**src/rtl/assert_macros.svh**
```systemverilog
// assertion macros used by the rtl
`ifndef ASSERT_MACROS_SVH
`define ASSERT_MACROS_SVH
// implication checked every clock outside reset
`define ASSERT_IMPL(label, clk, rst, ante, cons) \
   label: assert property (@(posedge clk) disable iff (rst) (ante) |-> (cons)) \
      else $error("assertion failed");
// next-cycle implication checked outside reset
`define ASSERT_NEXT(label, clk, rst, ante, cons) \
   label: assert property (@(posedge clk) disable iff (rst) (ante) |=> (cons)) \
      else $error("assertion failed");
`endif

```
**src/rtl/rv32ie_divider.sv**
```systemverilog
// radix-2 signed divider, one quotient bit per cycle
`timescale 1ns / 1ps
module rv32ie_divider (
   input  logic        clock,
   input  logic        reset,
   input  logic        start,
   input  logic [31:0] dividend,
   input  logic [31:0] divisor,
   output logic        done,
   output logic [31:0] quotient
);
   logic [31:0] rem_ff, rem_in, quo_ff, quo_in, dsr_ff, dsr_in;
   logic [5:0]  cnt_ff, cnt_in;
   logic        neg_ff, neg_in, busy_ff, busy_in, spec_ff, spec_in;
   logic [31:0] spec_val_ff, spec_val_in;
   logic [32:0] trial;
   logic [31:0] ma, mb;

   always_comb begin
      ma = dividend[31] ? 32'd0 - dividend : dividend;
      mb = divisor[31] ? 32'd0 - divisor : divisor;
      trial = {rem_ff, quo_ff[31]} - {1'b0, dsr_ff};
      rem_in = rem_ff; quo_in = quo_ff; dsr_in = dsr_ff; cnt_in = cnt_ff;
      neg_in = neg_ff; busy_in = busy_ff; spec_in = spec_ff; spec_val_in = spec_val_ff;
      done = 1'b0;
      if (start) begin
         busy_in = 1'b1; cnt_in = 6'd0; rem_in = 32'd0; quo_in = ma; dsr_in = mb;
         neg_in = dividend[31] ^ divisor[31];
         spec_in = (divisor == 32'd0)
            || (dividend == 32'h8000_0000 && divisor == 32'hFFFF_FFFF);
         spec_val_in = (divisor == 32'd0) ? 32'hFFFF_FFFF : 32'h8000_0000;
      end else if (busy_ff) begin
         if (cnt_ff == 6'd32) begin
            done = 1'b1;
            busy_in = 1'b0;
         end else begin
            cnt_in = cnt_ff + 6'd1;
            if (!trial[32]) begin
               rem_in = trial[31:0];
               quo_in = {quo_ff[30:0], 1'b1};
            end else begin
               rem_in = {rem_ff[30:0], quo_ff[31]};
               quo_in = {quo_ff[30:0], 1'b0};
            end
         end
      end
   end

   assign quotient = spec_ff ? spec_val_ff : (neg_ff ? 32'd0 - quo_ff : quo_ff);

   always_ff @(posedge clock) begin
      if (reset) begin
         busy_ff <= 1'b0;
         cnt_ff  <= 6'd0;
      end else begin
         busy_ff <= busy_in;
         cnt_ff  <= cnt_in;
      end
      rem_ff <= rem_in; quo_ff <= quo_in; dsr_ff <= dsr_in; neg_ff <= neg_in;
      spec_ff <= spec_in; spec_val_ff <= spec_val_in;
   end
endmodule
```
**config.mk**
```make
export PLATFORM = sky130hd
export DESIGN_NAME = rv32ie_divider
export DESIGN_NICKNAME = d
export VERILOG_FILES = /design/src/rtl/assert_macros.svh /design/src/rtl/rv32ie_divider.sv
export SDC_FILE = /design/constraint.sdc
export NUM_CORES = 1
export LEC_CHECK = 0
export BUFFER_PORTS_ARGS = -buffer_cell sky130_fd_sc_hd__buf_2
export CORE_AREA = 2 2 137 139
export DETAILED_ROUTE_END_ITERATION = 7
export DIE_AREA = 0 0 139 141
export GPL_TIMING_DRIVEN = 0
export MAX_ROUTING_LAYER = met4
export PLACE_DENSITY = 0.63
export SYNTH_ARGS = -nofsm -noshare
export SYNTH_HDL_FRONTEND = slang
export SYNTH_SLANG_ARGS = --single-unit
```
**constraint.sdc**
```tcl
create_clock -name clock -period 11.5 [get_ports clock]
set_clock_uncertainty 0.2 [all_clocks]
set_input_delay 2.3 -clock clock [delete_from_list [all_inputs] [get_ports clock]]
set_output_delay 2.3 -clock clock [all_outputs]
set_load 0.005 [all_outputs]
```
# After elaboration in Yosys (flattened, before gate mapping)
# Cells that the tools add are included.
op_classes:
  n_addsub: 5
  n_mul: 0
  div_mod_pow: 0
  magnitude_cmp: 0
  eq_ne: 4
  n_shift: 0
  n_mux: 16
  n_bitwise: 2
  n_reduce_logical: 7
ops:
  columns: ["cell", "n"]
  rows:
  - ["32-bit two-way mux", 7]
  - ["1-bit by 32-bit subtractor with 32-bit output (first input constant)", 3]
  - ["32-bit == test (second input constant)", 2]
  - ["31-bit two-way mux", 2]
  - ["33-bit by 32-bit subtractor with 33-bit output", 1]
  - ["32-bit logical NOT", 1]
  - ["1-bit two-way mux", 7]
  - ["6-bit by 1-bit adder with 6-bit output (second input constant)", 1]
  - ["6-bit == test (second input constant)", 1]
  - ["2-bit AND reduction", 2]
  - ["2-bit != test (second input constant)", 1]
  - ["2-bit nonzero test", 1]
  - ["2-bit OR reduction", 1]
  - ["1-bit logical AND", 1]
  - ["1-bit logical OR", 1]
  - ["1-bit NOT", 1]
  - ["1-bit XOR", 1]
word_totals:
  regBits: 137
  latchBits: 0
  mem_bits_rw: 0
  romBits: 0
  inputBits: 67
  output_inout_bits: 33
  word_cells: 43
  memories: 0

# Depth between registers and ports, before layout
depth:
  word_depth: 5
  depth_mapped: 14
  depth_no_buf: 12

# Worst setup path before layout
# Ideal clock, no wire load.
synth_path:
  kind: "reg2out"
  startpoint: "register quo_ff[10]"
  endpoint: "output port quotient[28]"
  t_arrival_ns: 3.075
  required_time_ns: 9.000
  slack_ns: 5.925
  stages_incl_launch_ff: 10
  path_cell_list: "edfxtp_1 or4_4 nor4_4 nand3_2 or4_4 or4_1 or4_4 o31ai_2 xor2_1 a21oi_1"
synth_between:
  elab_chain_len: 3
synth_rtl:
  columns: ["element", "line", "rtl"]
  rows:
  - ["start, declared", "rv32ie_divider.sv:12", "logic [31:0] rem_ff, rem_in, quo_ff, quo_in, dsr_ff, dsr_in;"]
  - ["start signal, assigned", "rv32ie_divider.sv:59", "rem_ff <= rem_in; quo_ff <= quo_in; dsr_ff <= dsr_in; neg_ff <= neg_in;"]
  - ["1-bit by 32-bit subtractor with 32-bit output", "rv32ie_divider.sv:49", "assign quotient = spec_ff ? spec_val_ff : (neg_ff ? 32'd0 - quo_ff : quo_ff);"]
  - ["32-bit two-way mux (2 in series)", "rv32ie_divider.sv:49", null]
  - ["end, declared", "rv32ie_divider.sv:10", "output logic [31:0] quotient"]
# Every way passes these cells.

# Final worst setup path
layout_path:
  startpoint: "input port start"
  endpoint: "output port done"
layout_between:
  elab_chain_len: 1
layout_rtl:
  columns: ["element", "line", "rtl"]
  rows:
  - ["start, declared", "rv32ie_divider.sv:6", "input logic start,"]
  - ["1-bit two-way mux", "rv32ie_divider.sv:26", "if (start) begin"]
  - ["end, declared", "rv32ie_divider.sv:9", "output logic done,"]
# Every way passes these cells.

==> flow_metrics.tcl <==
set metrics [dict create \
    slew_viol_final 0 \
    syn2layout_area_growth_pct 14.07 \
    ys_ff_latch 106 \
    dieArea_um2 19600 \
    critPathCaptureType "output pin" \
    clockPowerShare_pct 33.4 \
    power_switching_uw 300.3 \
    ys.flop_type "edfxtp_1" \
    cap_violations 0 \
    synthesis.instances 923 \
    io_buffers 98 \
    final_hold_viol_count 0 \
    grtUsageTotal_pct 21.87 \
    finalPower_uw 1020 \
    synth_area_um2 8038 \
    h-tree-depth 3 \
    cts_tree "done" \
    antenna_found_initial 1 \
    grt_pass1_wl_mm 33.55 \
    cts.sinks 106 \
    synth_edf_count 67 \
    relSlewSlack_pct 35.66 \
    synth_area_per_cell_um2 8.708 \
    power_density_nw_per_um2 111.2 \
    cts-buffers-inserted 9 \
    synthArstFlopShare_pct 0 \
    synth_nets 1029 \
    wire_per_inst_um 16.48 \
    tns_ns 0 \
    ir_worst_vdd_mv 0.08297 \
    power.leakage_uw 0.003595 \
    postRouteAntennaNets 0 \
    intPower_uw 719.4 \
    switching_share_pct 29.45 \
    finalWeightedCongestion 0.9060 \
    cts_root_buf "clkbuf_16" \
    grt_pass1_vias 6891 \
    drt_wl_total_mm 20.98 \
    cts.path.max_buffers 2 \
    grt_overflow 0 \
    die_w_um 139 \
    power_frac_seq_pct 45.0 \
    critPathRequiredTime_ns 9.00 \
    clk_pin_slew_ns 0.07 \
    final_nets 1139 \
    core.rowCount 50 \
    dr_total_vias 7141 \
    post-cts-setup-buffers 0 \
    critical_path_class "input port to output pin" \
    tightest_slew_ns 0.9651 \
    design.core.area_um2 18270 \
    clkLatencyLatePin_ns 0.36 \
    viasPerCell 5.610 \
    synth_warnings 0 \
    cts_hold_buf 0 \
    place_area_um2 8821 \
    drt_iter0_drc 455 \
    final_cell_area_um2 9169 \
    setup_violations 0 \
    start_util_pct 44.00 \
    synth_seq_area_share_pct 34.74 \
    status "completed" \
    hpwlAfterDp_mm 15.66 \
    critical_path_arrival_ns 4.20 \
    grt_max_degree 42 \
    yosysUniqueCellTypes 66 \
    drc_errors 0 \
    comb_power_share_pct 21.5 \
    io_pins 100 \
    startpoint_type "input port" \
    rsz0062_at_grt "false" \
    crit_fanout 41 \
    layout-drive-gt1-share_pct 13.87 \
    hp-class "register to register" \
    fillers 1797 \
    period_needed_ns 6.700 \
    cts_resized 0 \
    die_y_um 141 \
    fmax_ghz 0.1493 \
    min_period_over_period_pct 58.26 \
    firstDrtPassIters 4 \
]
registers in the layout (all words and copies together) (netlist names):
name         cells
busy_ff          1
cnt_ff           6
dsr_ff          32
neg_ff           1
quo_ff          32
rem_ff          32
spec_ff          1
spec_val_ff      1
path summary, 6_finish.rpt:
check,slack [ns],to,start,cells past startpoint
worst max-delay path,4.80,done,start,5
worst min-delay path,0.28,rem_ff[7],rem_ff[7],2
worst max register to register,7.65,rem_ff[19],quo_ff[31],14
worst min register to register,0.28,rem_ff[7],rem_ff[7],2
Yosys cell counts, types with 3 or more instances:
library cell | number | area (µm²)
nor4_1 | 7 | 43.79
or3_1 | 9 | 56.30
xnor2_1 | 57 | 499.2
nand4_1 | 14 | 87.58
dfxtp_1 | 39 | 780.8
nor3b_1 | 4 | 30.03
a32oi_1 | 4 | 35.03
nor2b_1 | 5 | 31.28
a211oi_1 | 3 | 22.52
or4_1 | 12 | 90.09
o31ai_1 | 29 | 217.7
o21ai_0 | 69 | 345.3
nor4b_1 | 3 | 26.28
a21boi_0 | 4 | 30.03
o21a_1 | 6 | 45.04
ha_1 | 38 | 475.5
nor2_1 | 65 | 244.0
o41ai_1 | 12 | 105.1
inv_1 | 58 | 217.7
a21o_1 | 12 | 90.09
nand2b_1 | 6 | 37.54
buf_2 | 4 | 20.02
nand3_1 | 13 | 65.06
nand2_1 | 78 | 292.8
a22o_1 | 3 | 26.28
a211o_1 | 5 | 43.79
a21oi_1 | 89 | 445.4
clkbuf_1 | 36 | 135.1
or4_4 | 6 | 67.56
and3_1 | 6 | 37.54
a221o_1 | 3 | 30.03
buf_1 | 3 | 11.26
xor2_1 | 59 | 516.8
nor3_1 | 10 | 50.05
a31oi_1 | 7 | 43.79
o21bai_1 | 4 | 30.03
o22ai_1 | 3 | 18.77
edfxtp_1 | 67 | 2012
mux2i_1 | 28 | 280.3
or2_2 | 5 | 31.28
and2_1 | 6 | 37.54
final cells by class:
class	instances	area, µm²	share of cell area [%]
buffer	46	205.2	2.238
clock buffer	9	225.2	2.456
timing repair buffer	99	518.0	5.650
antenna	1	2.502	0.02729
multi-input combinational	713	4822	52.59
clock inverter	7	92.59	1.010
inverter	58	217.7	2.374
sequential	106	2793	30.46
tap	234	292.8	3.193
critical path, stage by stage:
cell      delay (ns)
buf_2           0.72
clkbuf_1        0.47
clkbuf_1        0.43
nor3b_1         0.11
buf_2           0.15
cells in the final DEF, fill, tap and decap left out, types with 6 or more instances in the layout:
| cell type | n |
|---|---|
| o41ai_1 | 12 |
| edfxtp_1 | 67 |
| a31oi_1 | 7 |
| o31ai_1 | 29 |
| nand2b_1 | 6 |
| or3_1 | 9 |
| o21a_1 | 6 |
| nand4_1 | 14 |
| mux2i_1 | 28 |
| and2_1 | 6 |
| xnor2_1 | 57 |
| inv_1 | 58 |
| clkbuf_1 | 36 |
| nor2_1 | 65 |
| nor3_1 | 10 |
| xor2_1 | 59 |
| o21ai_0 | 69 |
| dfxtp_1 | 39 |
| or4_4 | 6 |
| ha_1 | 38 |
| clkbuf_16 | 9 |
| a21oi_1 | 89 |
| or4_1 | 12 |
| and3_1 | 6 |
| nand3_1 | 13 |
| nand2_1 | 78 |
| a21o_1 | 12 |
| buf_2 | 102 |
| nor4_1 | 7 |
power groups by stage:
stage / sequential, µW / clock [µW] / combinational (µW)
finish: 459 / 341 / 219
global route: 463 / 360 / 246
floorplan: 462 / 0 / 142
detailed placement: 468 / 0 / 216
global placement: 468 / 0 / 215
CTS: 460 / 347 / 218
cells by family (layout without fill, tap and decap cells):
logic type      count (synthesis)  count (layout)  share of synthesized area [%]
buf+inv                       104             219                          5.262
xor+xnor                      116             116                          12.64
flops                         106             106                          34.74
fa+ha+maj                      39              39                          6.164
simple gates                  257             257                          16.33
mux                            29              29                          3.627
compound gates                272             272                          21.23
other cells                     0               1                              0
per-stage QoR:
step                worst slack, ns  instances  util [%]  hold slack [ns]
global route                  4.648       1273     50.19           0.3115
finish                        4.800       1273     50.19           0.2844
global placement              4.751       1255     48.29           0.2721
CTS                           4.751       1271     50.03           0.2857
detailed placement            4.758       1255     48.29           0.2755
floorplan                     5.925        923         -           0.2451
metal layers:
metal  vias up  wire (µm)  GRT usage [%]
li1       3577          -              -
met5         -          0              -
met3        34        987          2.887
met1      3352       9338          26.83
met4         0        586          8.400
met2       178      10070          36.92
Note: power is estimated with default switching activity, not from simulation.
